--- config.mk ---
export PLATFORM = sky130hd
export DESIGN_NAME = image_header_size_parser_core
export DESIGN_NICKNAME = d
export VERILOG_FILES = /design/src/rtl/core/ihsp_pkg.sv /design/src/rtl/core/ihsp_in_stage.sv /design/src/rtl/core/ihsp_parser.sv /design/src/rtl/core/ihsp_out_stage.sv /design/src/rtl/core/image_header_size_parser_core.sv
export SDC_FILE = /design/constraint.sdc
export NUM_CORES = 1
export LEC_CHECK = 0
export BUFFER_PORTS_ARGS = -buffer_cell sky130_fd_sc_hd__buf_2
export CAP_MARGIN = 20
export CORE_UTILIZATION = 35
export DETAILED_ROUTE_END_ITERATION = 16
export SETUP_SLACK_MARGIN = 0.4
export SLEW_MARGIN = 20
export SYNTH_ARGS = -nofsm -noshare
export SYNTH_HDL_FRONTEND = slang
export SYNTH_SLANG_ARGS = --single-unit
--- constraint.sdc ---
create_clock -name clk_i -period 24.5 [get_ports clk_i]
set_clock_uncertainty 0.05 [all_clocks]
set_input_delay 1.225 -clock clk_i [delete_from_list [all_inputs] [get_ports clk_i]]
set_output_delay 1.225 -clock clk_i [all_outputs]
set_load 0.05 [all_outputs]
--- src/rtl/core/ihsp_pkg.sv ---
// package for the image header size parser
// shared constants, result format codes, result struct and a marker byte helper
// no dependencies
`default_nettype none

package ihsp_pkg;

  // default width of the byte position and segment start counters
  localparam int unsigned POS_WIDTH_DEF = 32;

  // jpeg segment marker lead byte
  localparam logic [7:0] MARKER_LEAD = 8'hFF;

  // result format codes
  typedef enum logic [1:0] {
    FMT_NONE = 2'd0,
    FMT_JPEG = 2'd1,
    FMT_GIF  = 2'd2,
    FMT_PNG  = 2'd3
  } fmt_e;

  // one result item
  typedef struct packed {
    fmt_e        code;
    logic [31:0] width;
    logic [31:0] height;
  } res_t;

  // file signatures
  localparam logic [7:0] PNG_SIG [8] = '{8'h89, 8'h50, 8'h4E, 8'h47,
                                         8'h0D, 8'h0A, 8'h1A, 8'h0A};
  localparam logic [7:0] PNG_IHDR [4] = '{8'h49, 8'h48, 8'h44, 8'h52};
  localparam logic [7:0] JPEG_HEAD [4] = '{8'hFF, 8'hD8, 8'hFF, 8'hE0};
  localparam logic [7:0] JFIF_TAG [4] = '{8'h4A, 8'h46, 8'h49, 8'h46};
  localparam logic [7:0] GIF_TAG [4] = '{8'h47, 8'h49, 8'h46, 8'h00};

  // start of frame markers: C0-C3 and C9-CB
  function automatic logic is_sof(input logic [7:0] m);
    is_sof = ((m >= 8'hC0) && (m <= 8'hC3)) || ((m >= 8'hC9) && (m <= 8'hCB));
  endfunction

endpackage

`default_nettype wire

--- src/rtl/core/ihsp_in_stage.sv ---
// input register of the image header size parser
// holds one accepted byte item until the parser takes it; uses ihsp_pkg
`default_nettype none

module ihsp_in_stage (
  input  wire logic       clk_i,
  input  wire logic       rst_ni,
  input  wire logic       in_valid_i,
  output logic            in_ready_o,
  input  wire logic [7:0] data_byte_i,
  input  wire logic       last_byte_i,
  input  wire logic       take_i,
  output logic            item_valid_o,
  output logic [7:0]      item_byte_o,
  output logic            item_last_o
);
  import ihsp_pkg::*;

  logic       valid_q, valid_d;
  logic [7:0] byte_q;
  logic       last_q;
  logic       accept;

  // free slot or slot drained this cycle
  assign in_ready_o = !valid_q || take_i;
  assign accept     = in_valid_i && in_ready_o;

  // occupancy
  always_comb begin
    valid_d = valid_q;
    if (accept) begin
      valid_d = 1'b1;
    end else if (take_i) begin
      valid_d = 1'b0;
    end
  end

  always_ff @(posedge clk_i or negedge rst_ni) begin
    if (!rst_ni) begin
      valid_q <= 1'b0;
    end else begin
      valid_q <= valid_d;
    end
  end

  // payload
  always_ff @(posedge clk_i) begin
    if (accept) begin
      byte_q <= data_byte_i;
      last_q <= last_byte_i;
    end
  end

  assign item_valid_o = valid_q;
  assign item_byte_o  = byte_q;
  assign item_last_o  = last_q;

endmodule

`default_nettype wire

--- src/rtl/core/ihsp_parser.sv ---
// parse state and per-byte update logic of the image header size parser
// tracks signatures, walks jpeg segments, collects dimensions; uses ihsp_pkg
`default_nettype none

module ihsp_parser #(
  parameter int unsigned POS_WIDTH = ihsp_pkg::POS_WIDTH_DEF
) (
  input  wire logic       clk_i,
  input  wire logic       rst_ni,
  input  wire logic       step_i,
  input  wire logic [7:0] byte_i,
  input  wire logic       last_i,
  output logic            res_valid_o,
  output ihsp_pkg::res_t  res_o
);
  import ihsp_pkg::*;

  localparam int unsigned SUM_W = POS_WIDTH + 17;

  typedef logic [POS_WIDTH-1:0] pos_t;

  pos_t        pos_q, pos_d;
  pos_t        seg_q, seg_d;
  logic        jpeg_ok_q, jpeg_ok_d;
  logic        gif_ok_q, gif_ok_d;
  logic        png_ok_q, png_ok_d;
  logic [7:0]  len_hi_q, len_hi_d;
  logic        sof_seen_q, sof_seen_d;
  logic [31:0] width_q, width_d;
  logic [31:0] height_q, height_d;
  logic        sent_q, sent_d;

  pos_t        seg_off;
  logic        in_seg;
  logic [16:0] seg_step;
  logic [SUM_W-1:0] seg_sum;
  logic        seg_ovf;
  logic        res_valid;
  res_t        res;

  // distance into the current segment and next segment start
  assign in_seg   = (pos_q >= seg_q);
  assign seg_off  = pos_q - seg_q;
  assign seg_step = {1'b0, len_hi_q, byte_i} + 17'd2;
  assign seg_sum  = SUM_W'(seg_q) + SUM_W'(seg_step);
  assign seg_ovf  = |seg_sum[SUM_W-1:POS_WIDTH];

  // next state and result for the byte in the input register
  always_comb begin
    pos_d      = pos_q;
    seg_d      = seg_q;
    jpeg_ok_d  = jpeg_ok_q;
    gif_ok_d   = gif_ok_q;
    png_ok_d   = png_ok_q;
    len_hi_d   = len_hi_q;
    sof_seen_d = sof_seen_q;
    width_d    = width_q;
    height_d   = height_q;
    sent_d     = sent_q;
    res_valid  = 1'b0;
    res.code   = FMT_NONE;
    res.width  = 32'd0;
    res.height = 32'd0;

    // signature checks
    if (pos_q < pos_t'(4) && byte_i != JPEG_HEAD[pos_q[1:0]]) begin
      jpeg_ok_d = 1'b0;
    end
    if (pos_q >= pos_t'(6) && pos_q < pos_t'(10) &&
        byte_i != JFIF_TAG[pos_q[1:0] - 2'd2]) begin
      jpeg_ok_d = 1'b0;
    end
    if (pos_q < pos_t'(3) && byte_i != GIF_TAG[pos_q[1:0]]) begin
      gif_ok_d = 1'b0;
    end
    if (pos_q < pos_t'(8) && byte_i != PNG_SIG[pos_q[2:0]]) begin
      png_ok_d = 1'b0;
    end
    if (pos_q >= pos_t'(12) && pos_q < pos_t'(16) &&
        byte_i != PNG_IHDR[pos_q[1:0]]) begin
      png_ok_d = 1'b0;
    end

    // gif little endian words
    if (gif_ok_d) begin
      if (pos_q == pos_t'(6)) width_d = {16'd0, width_d[15:8], byte_i};
      if (pos_q == pos_t'(7)) width_d = {16'd0, byte_i, width_d[7:0]};
      if (pos_q == pos_t'(8)) height_d = {16'd0, height_d[15:8], byte_i};
      if (pos_q == pos_t'(9)) height_d = {16'd0, byte_i, height_d[7:0]};
    end

    // png big endian ihdr words
    if (png_ok_d) begin
      if (pos_q >= pos_t'(16) && pos_q < pos_t'(20)) width_d = {width_d[23:0], byte_i};
      if (pos_q >= pos_t'(20) && pos_q < pos_t'(24)) height_d = {height_d[23:0], byte_i};
    end

    // jpeg segment walk
    if (jpeg_ok_d && in_seg) begin
      if (sof_seen_q) begin
        if (seg_off == pos_t'(5)) height_d = {16'd0, byte_i, 8'd0};
        if (seg_off == pos_t'(6)) height_d = height_d | {24'd0, byte_i};
        if (seg_off == pos_t'(7)) width_d = {16'd0, byte_i, 8'd0};
        if (seg_off == pos_t'(8)) width_d = width_d | {24'd0, byte_i};
      end else if (seg_off == pos_t'(0)) begin
        if (byte_i != MARKER_LEAD) jpeg_ok_d = 1'b0;
      end else if (seg_off == pos_t'(1)) begin
        if (is_sof(byte_i)) sof_seen_d = 1'b1;
      end else if (seg_off == pos_t'(2)) begin
        len_hi_d = byte_i;
      end else if (seg_off == pos_t'(3)) begin
        if (seg_step < 17'd4 || seg_ovf) begin
          jpeg_ok_d = 1'b0;
        end else begin
          seg_d = seg_sum[POS_WIDTH-1:0];
        end
      end
    end

    // result decision
    if (!sent_q) begin
      if (pos_q == pos_t'(23) && gif_ok_d) begin
        res.code = FMT_GIF;
      end else if (pos_q == pos_t'(23) && png_ok_d) begin
        res.code = FMT_PNG;
      end else if (jpeg_ok_d && sof_seen_d && in_seg && seg_off >= pos_t'(11) &&
                   pos_q >= pos_t'(23)) begin
        res.code = FMT_JPEG;
      end
      if (res.code != FMT_NONE) begin
        res.width  = width_d;
        res.height = height_d;
        res_valid  = 1'b1;
        sent_d     = 1'b1;
      end else if (last_i) begin
        res_valid = 1'b1;
      end
    end

    // position advance, or re-arm after the last byte
    if (last_i) begin
      pos_d      = '0;
      seg_d      = pos_t'(2);
      jpeg_ok_d  = 1'b1;
      gif_ok_d   = 1'b1;
      png_ok_d   = 1'b1;
      len_hi_d   = 8'd0;
      sof_seen_d = 1'b0;
      width_d    = 32'd0;
      height_d   = 32'd0;
      sent_d     = 1'b0;
    end else if (pos_q != '1) begin
      pos_d = pos_q + pos_t'(1);
    end
  end

  // state registers
  always_ff @(posedge clk_i or negedge rst_ni) begin
    if (!rst_ni) begin
      pos_q      <= '0;
      seg_q      <= pos_t'(2);
      jpeg_ok_q  <= 1'b1;
      gif_ok_q   <= 1'b1;
      png_ok_q   <= 1'b1;
      len_hi_q   <= 8'd0;
      sof_seen_q <= 1'b0;
      width_q    <= 32'd0;
      height_q   <= 32'd0;
      sent_q     <= 1'b0;
    end else if (step_i) begin
      pos_q      <= pos_d;
      seg_q      <= seg_d;
      jpeg_ok_q  <= jpeg_ok_d;
      gif_ok_q   <= gif_ok_d;
      png_ok_q   <= png_ok_d;
      len_hi_q   <= len_hi_d;
      sof_seen_q <= sof_seen_d;
      width_q    <= width_d;
      height_q   <= height_d;
      sent_q     <= sent_d;
    end
  end

  assign res_valid_o = step_i && res_valid;
  assign res_o       = res;

endmodule

`default_nettype wire

--- src/rtl/core/ihsp_out_stage.sv ---
// result register of the image header size parser
// holds one result item until the consumer takes it; uses ihsp_pkg
`default_nettype none

module ihsp_out_stage (
  input  wire logic           clk_i,
  input  wire logic           rst_ni,
  input  wire logic           load_i,
  input  wire ihsp_pkg::res_t res_i,
  output logic                room_o,
  output logic                out_valid_o,
  input  wire logic           out_ready_i,
  output ihsp_pkg::res_t      res_o
);
  import ihsp_pkg::*;

  logic valid_q, valid_d;
  res_t res_q;

  // empty, or the held item leaves this cycle
  assign room_o = !valid_q || out_ready_i;

  always_comb begin
    valid_d = valid_q;
    if (load_i) begin
      valid_d = 1'b1;
    end else if (out_ready_i) begin
      valid_d = 1'b0;
    end
  end

  always_ff @(posedge clk_i or negedge rst_ni) begin
    if (!rst_ni) begin
      valid_q <= 1'b0;
    end else begin
      valid_q <= valid_d;
    end
  end

  // result payload
  always_ff @(posedge clk_i) begin
    if (load_i) begin
      res_q <= res_i;
    end
  end

  assign out_valid_o = valid_q;
  assign res_o       = res_q;

endmodule

`default_nettype wire

--- src/rtl/core/image_header_size_parser_core.sv ---
// top level of the image header size parser
// input register, parser state and update logic, result register; uses ihsp_pkg
`default_nettype none

// Takes an image file one byte item per cycle (last_byte_i marks the final
// byte) and returns one result item per file: the format (JFIF JPEG, GIF or
// PNG) with width and height, or a failure code with zero dimensions. A byte
// item is accepted every cycle while the result side keeps up. A byte is
// held in the input register; the result it completes is loaded into the
// result register as that byte steps into the parser. While a result waits
// to be taken the parser holds, and the input register takes at most one
// more byte until the result leaves. After the last byte the parser re-arms
// for the next file. POS_WIDTH sets the byte position counter, which
// saturates on very long files.
module image_header_size_parser_core #(
  parameter int unsigned POS_WIDTH = ihsp_pkg::POS_WIDTH_DEF
) (
  input  wire logic        clk_i,
  input  wire logic        rst_ni,
  input  wire logic        in_valid_i,
  output logic             in_ready_o,
  input  wire logic [7:0]  data_byte_i,
  input  wire logic        last_byte_i,
  output logic             out_valid_o,
  input  wire logic        out_ready_i,
  output logic [1:0]       format_code_o,
  output logic [31:0]      width_o,
  output logic [31:0]      height_o
);
  import ihsp_pkg::*;

  logic       item_valid;
  logic [7:0] item_byte;
  logic       item_last;
  logic       step;
  logic       room;
  logic       res_valid;
  res_t       res;
  res_t       out_res;

  // a byte moves into the parser when the result register has room
  assign step = item_valid && room;

  ihsp_in_stage u_in_stage (
    .clk_i        (clk_i),
    .rst_ni       (rst_ni),
    .in_valid_i   (in_valid_i),
    .in_ready_o   (in_ready_o),
    .data_byte_i  (data_byte_i),
    .last_byte_i  (last_byte_i),
    .take_i       (step),
    .item_valid_o (item_valid),
    .item_byte_o  (item_byte),
    .item_last_o  (item_last)
  );

  ihsp_parser #(
    .POS_WIDTH (POS_WIDTH)
  ) u_parser (
    .clk_i       (clk_i),
    .rst_ni      (rst_ni),
    .step_i      (step),
    .byte_i      (item_byte),
    .last_i      (item_last),
    .res_valid_o (res_valid),
    .res_o       (res)
  );

  ihsp_out_stage u_out_stage (
    .clk_i       (clk_i),
    .rst_ni      (rst_ni),
    .load_i      (res_valid),
    .res_i       (res),
    .room_o      (room),
    .out_valid_o (out_valid_o),
    .out_ready_i (out_ready_i),
    .res_o       (out_res)
  );

  assign format_code_o = out_res.code;
  assign width_o       = out_res.width;
  assign height_o      = out_res.height;

endmodule

`default_nettype wire
==> results of run 1 <==
==> layout make-up <==
class | instances | area (um^2)
clock buffers | 35 | 704
flip-flops and latches | 218 | 5840
well taps | 518 | 648
fillers | 3903 | 23300
multi-input cells | 1176 | 7580
repair buffers | 98 | 542
inverters | 58 | 218
clock inverters | 13 | 139
==> layout by cell type, fill, tap and decap left out, types with 17 or more instances in the layout <==
master     count
nand2_1      152
nor2_1       152
dfrtp_1      139
a21oi_1      102
buf_2         79
edfxtp_1      75
o21ai_0       70
ha_1          57
inv_1         55
nand3_1       54
mux2i_1       44
xnor2_1       40
xor2_1        38
nor3_1        34
a22o_1        34
nand4_1       28
clkbuf_16     26
nor2b_1       24
o22ai_1       22
a22oi_1       20
and3_1        18
o31ai_1       18
a32o_1        18
buf_4         18
or3_1         17
a31oi_1       17
==> Yosys cell counts, types with 40 or more instances <==
cell      number  share of area, %
nor2_1       153               4.1
nand2_1      152               4.1
nand3_1       54               1.9
ha_1          57               5.1
o21ai_0       71               2.5
edfxtp_1      75                16
a21oi_1      103               3.7
clkbuf_1      76               2.0
inv_1         55               1.5
xnor2_1       40               2.5
mux2i_1       44               3.2
dfrtp_1      139                25
==> flip-flops by register name, summed over array words and instances, names as in the netlist, 8 cells and up <==
signal	count
u_parser.len_hi_q	8
u_out_stage.res_o	66
u_parser.height_q	32
u_parser.width_q	32
u_in_stage.item_byte_o	8
u_parser.seg_q	32
u_parser.pos_q	32
==> power breakdown <==
part	internal (mW)	switching [mW]	leakage, nW
logic	0.0914	0.176	3.70
registers	0.395	0.0172	2.69
clock network	0.224	0.159	0.413
==> logic make-up after synthesis <==
kind of cell / Yosys count
and+or+nand+nor: 569
AOI/OAI and AO/OA: 424
DFF: 218
buffers and inverters: 149
xor gates and xnor gates: 78
adders and majority gates: 59
muxes: 46
==> worst max-delay path, delay by kind of cell (launching register included) <==
| family | cells | cell delay, ps |
|---|---|---|
| fa+ha+maj | 1 | 490 |
| buf+inv | 3 | 1100 |
| flops | 1 | 490 |
| compound gates | 7 | 2290 |
| simple gates | 4 | 1550 |
==> path summary, 6_finish.rpt <==
check	end	cells after the start	slack [ps]	from
max	u_out_stage.res_o[25]	15	18120	u_parser.seg_q[17]
min	u_parser.width_q[8]	2	440	u_parser.width_q[8]
max reg2reg	u_out_stage.res_o[25]	15	18120	u_parser.seg_q[17]
min reg2reg	u_parser.width_q[8]	2	440	u_parser.width_q[8]
max in group asynchronous	u_parser.seg_q[2]	2	22380	rst_ni
min in group asynchronous	u_parser.pos_q[19]	1	700	rst_ni
==> metal layers <==
layer	vias up	GRT usage [%]
met5	-	0
met4	0	6.60
met3	72	3.26
met2	482	30.5
met1	5956	28.5
li1	5768	-
==> flow_metrics.tcl, run 1 <==
set metrics [dict create \
    mappedNetlistArea_um2 14000 \
    first_global_vias 11600 \
    final_cell_area_um2 15700 \
    leakagePower_nw 6.80 \
    holdWs_ps 444 \
    gp_congestion 0.897 \
    place_area_um2 14800 \
    total_power_mw 1.06 \
    fmax_mhz 157 \
    clkLatencyLatePin_ps 570 \
    synth_edf_count 75 \
    cts_resized 0 \
    cp.arrival_ps 6510 \
    ant_nets 0 \
    ys_seq_area_share_pct 41.8 \
    drc 0 \
    post-route-util_pct 40.2 \
    slowest_delay_ps 750 \
    post_cts.repair.setup_buffers 0 \
    synth_compound_area_share_pct 20.6 \
    yosysWarnings 0 \
    clockBufferDepth 3 \
    io_buffers 80 \
    grt_pass1_wl_mm 64.9 \
    endpoint_kind "flip-flop" \
    synth_top_family_by_area "compound AO/OA/AOI/OAI gates" \
    via_per_inst 5.80 \
    final_nets 1650 \
    drive_gt1_share_pct 11.2 \
    dpl.cell_count 2068 \
    wl_mm 41.3 \
    start_kind "flip-flop" \
    crit_top_cell "buf_4" \
    die-area_um2 40700 \
    synth_area_per_cell_um2 9.06 \
    synth.net_count 1615 \
    fin_ws_ps 18120 \
    wl_per_cell_um 19.5 \
    dr.pass1.iters 8 \
    cp_max_fo 36 \
    muxShareOfSynthArea_pct 3.31 \
    critPathKind "reg2reg" \
    slew_headroom_pct 25.8 \
    antenna_cells 0 \
    grt-ovfl-total 0 \
    die_w_um 202 \
    yosys.area_share.simple_pct 19.9 \
    finalCritPeriodShare_pct 26.0 \
    max-vdd-ir-drop_v 0.0000531 \
    synth_fa_ha_area_share_pct 5.39 \
    grt_antenna_before_repair 0 \
    grt_max_degree 91 \
    fp-row-count 72 \
    synth_cell_types 75 \
    cts_tree "done" \
    clk_pin_slew_ps 60 \
    async_flop_share_pct 65.6 \
    hpwl_mm 29.7 \
    setup_tns_ps 0 \
    slew_viol_final 0 \
    synth_xor_area_share_pct 4.89 \
    drv_cap 0 \
    cts.sinks 218 \
    finalHoldViolations 0 \
    instances_no_fill 2116 \
    start_util_pct 35.8 \
    rsz0062_at_grt "no" \
    die_height_um 202 \
    dr_wl_met2_mm 18.5 \
    powerDensity_nw_per_um2 67.8 \
    crit_required_ps 24630 \
    worstMarginPinSlew_ps 1100 \
    pre_cts_slack_ps 18270 \
    setup-violations-final 0 \
    highest_layer "met4" \
    crit_chain "clkinv_1 -> ha_1 -> a21oi_1 -> o21ai_0 -> a2111oi_0 -> o32ai_1 -> or4_1 -> nor4_1 -> nand4_1 -> nor4_4 -> a31o_2 -> a41oi_2 -> buf_4 -> a21oi_4 -> buf_4" \
    area.growth.synth_to_final_pct 12.1 \
    cts_buffers 26 \
    period_minus_slack_ps 6380 \
    io_pins 81 \
    num_vias 12300 \
    first_iter_violations 1059 \
    hold_buffers 0 \
    ys_ff_latch 218 \
    clock-root-buffer "clkbuf_16" \
    wl_met1_mm 18.6 \
    netlist_instances 1543 \
    status "finished clean" \
    worst_path_max_delay_cell "a21oi_4" \
    htree_levels 1 \
    core-area_um2 39000 \
    dr_wl_met3_mm 3.02 \
    hold_class "reg2reg" \
    grt_usage_pct 19.9 \
    dominantRegCellSynth "dfrtp_1" \
]
(Power assumes the default switching activity.)
==> run 2, diff against run 1 <==
==> constraint.sdc (replaced) <==
create_clock -name clk_i -period 5.37 [get_ports clk_i]
set_clock_uncertainty 0.05 [all_clocks]
set_input_delay 0.2685 -clock clk_i [delete_from_list [all_inputs] [get_ports clk_i]]
set_output_delay 0.2685 -clock clk_i [all_outputs]
set_load 0.05 [all_outputs]
==> flow_metrics.tcl, run 2 (synthesis gave the netlist of run 1 again) <==
set metrics [dict create \
    status "finished clean" \
    grt_antenna_before_repair 0 \
    holdWs_ps 38.1 \
    wl_mm 43.5 \
    die_w_um 202 \
    cts.sinks 218 \
    clk_pin_slew_ps 60 \
    setup-violations-final 0 \
    first_global_vias 11800 \
    drc 0 \
    area.growth.synth_to_final_pct 16.4 \
    io_buffers 80 \
    max-vdd-ir-drop_v 0.000216 \
    wl_per_cell_um 20.2 \
    drive_gt1_share_pct 15.1 \
    crit_chain "inv_2 -> ha_1 -> nor2b_2 -> o31a_1 -> o211ai_1 -> a31o_2 -> a2111oi_4 -> mux2i_1 -> or4_4 -> nor4_4 -> buf_4 -> a31o_2 -> a41oi_4 -> buf_4 -> a21oi_4 -> buf_12 -> clkbuf_16" \
    gp_congestion 0.930 \
    rsz0062_at_grt "no" \
    die_height_um 202 \
    largest_register_ffs 66 \
    powerDensity_nw_per_um2 304 \
    ant_nets 0 \
    cts_buffers 25 \
    crit_required_ps 5560 \
    hold_class "in2reg" \
    final_cell_mix "nand2_1, nor2_1, dfrtp_1" \
    first_iter_violations 1164 \
    core-area_um2 39000 \
    num_vias 12400 \
    io_pins 81 \
    slew_headroom_pct 29.4 \
    htree_levels 1 \
    hpwl_mm 31.0 \
    layout_commonest_cell "nand2_1" \
    path_buf_inv 5 \
    grt_pass1_wl_mm 67.6 \
    final_nets 1693 \
    grt_max_degree 93 \
    die-area_um2 40700 \
    setup_tns_ps 0 \
    start_kind "flip-flop" \
    cp_max_fo 28 \
    cts_tree "done" \
    cp.arrival_ps 4980 \
    crit_family "compound AO/OA/AOI/OAI gates" \
    worst_path_max_delay_cell "dfstp_2" \
    critPathKind "reg2reg" \
    period_minus_slack_ps 4790 \
    dr.pass1.iters 5 \
    total_power_mw 4.95 \
    finalCritPeriodShare_pct 89.2 \
    fp-row-count 72 \
    drv_cap 0 \
    grt_usage_pct 20.8 \
    leakagePower_nw 7.02 \
    slew_viol_final 0 \
    antenna_cells 0 \
    clockBufferDepth 3 \
    fmax_mhz 209 \
    finalHoldViolations 0 \
    worstMarginPinSlew_ps 1050 \
    clock-root-buffer "clkbuf_16" \
    clkLatencyLatePin_ps 550 \
    slowest_delay_ps 580 \
    endpoint_kind "flip-flop" \
    via_per_inst 5.75 \
    start_util_pct 35.8 \
    grt-ovfl-total 0 \
]
[run 2: changes by cell type in the layout (fill, tap and decap cells not counted), moves of 4 or more]
| cell | previous run | this run |
|---|---|---|
| buf_4 | 18 | 47 |
| ha_4 | 0 | 6 |
| ha_1 | 57 | 45 |
| a21oi_1 | 102 | 98 |
| ha_2 | 0 | 6 |
| dlygate4sd3_1 | 0 | 11 |
| a21oi_2 | 0 | 4 |
[run 2: layout make-up]
| class | count | area (um^2) |
|---|---|---|
| clock buffers | 31 | 658 |
| clock inverters | 14 | 156 |
| fillers | 3826 | 22700 |
| inverters | 58 | 223 |
| multi-input cells | 1176 | 7790 |
| flip-flops and latches | 218 | 5840 |
| well taps | 518 | 648 |
| repair buffers | 142 | 960 |
[run 2: worst register-to-register path: cells and delay by family, from the launching register on]
| kind | cells | cell delay, ps |
|---|---|---|
| flops | 1 | 580 |
| compound gates | 7 | 1560 |
| mux | 1 | 120 |
| fa+ha+maj | 1 | 300 |
| buf+inv | 5 | 890 |
| simple gates | 3 | 960 |
[run 2: power by group]
group	internal, mW	switching (mW)	total [mW]	leakage [nW]
clock network	1.02	0.715	1.73	0.400
logic	0.481	0.882	1.36	3.94
registers	1.80	0.0523	1.85	2.68
total	3.30	1.65	4.95	7.02
[run 2: per-layer routing]
layer | share of wire (%) | up-vias | GRT usage (%)
li1 | - | 5854 | -
met1 | 47 | 6060 | 30.7
met2 | 43 | 435 | 31.0
met3 | 7.6 | 62 | 3.97
met4 | 2.2 | 0 | 5.01
met5 | 0 | - | 0
[run 2: metrics by stage]
step	utilization (%)	cell area (um^2)	std cells	setup WS, ps
after floorplan	-	14100	1543	223
after global placement	38.7	15100	2095	348
after detailed placement	38.7	15100	2095	394
after CTS	41.1	16000	2151	441
after global routing	41.7	16300	2157	390
final	41.7	16300	2157	582
[run 2: path summary, 6_finish.rpt]
| path | startpoint | endpoint | slack, ps | cells past startpoint |
|---|---|---|---|---|
| max | u_parser.seg_q[1] | u_out_stage.res_o[28] | 580 | 17 |
| min | out_ready_i | u_in_stage.item_valid_o | 40 | 4 |
| max in group asynchronous | rst_ni | u_parser.pos_q[0] | 3640 | 3 |
| max reg2reg | u_parser.seg_q[1] | u_out_stage.res_o[28] | 580 | 17 |
| min reg2reg | u_parser.width_q[12] | u_parser.width_q[12] | 440 | 2 |
| min in group asynchronous | rst_ni | u_parser.seg_q[30] | 320 | 2 |
[run 2: timing repair]
action	4_1_cts	5_1_grt
hold endpoints to repair	99	0
cloned	0	2
hold buffers	11	0
pin swaps	0	3
endpoints found under the setup margin	8	183
setup buffers	0	4
resized for setup	2	31
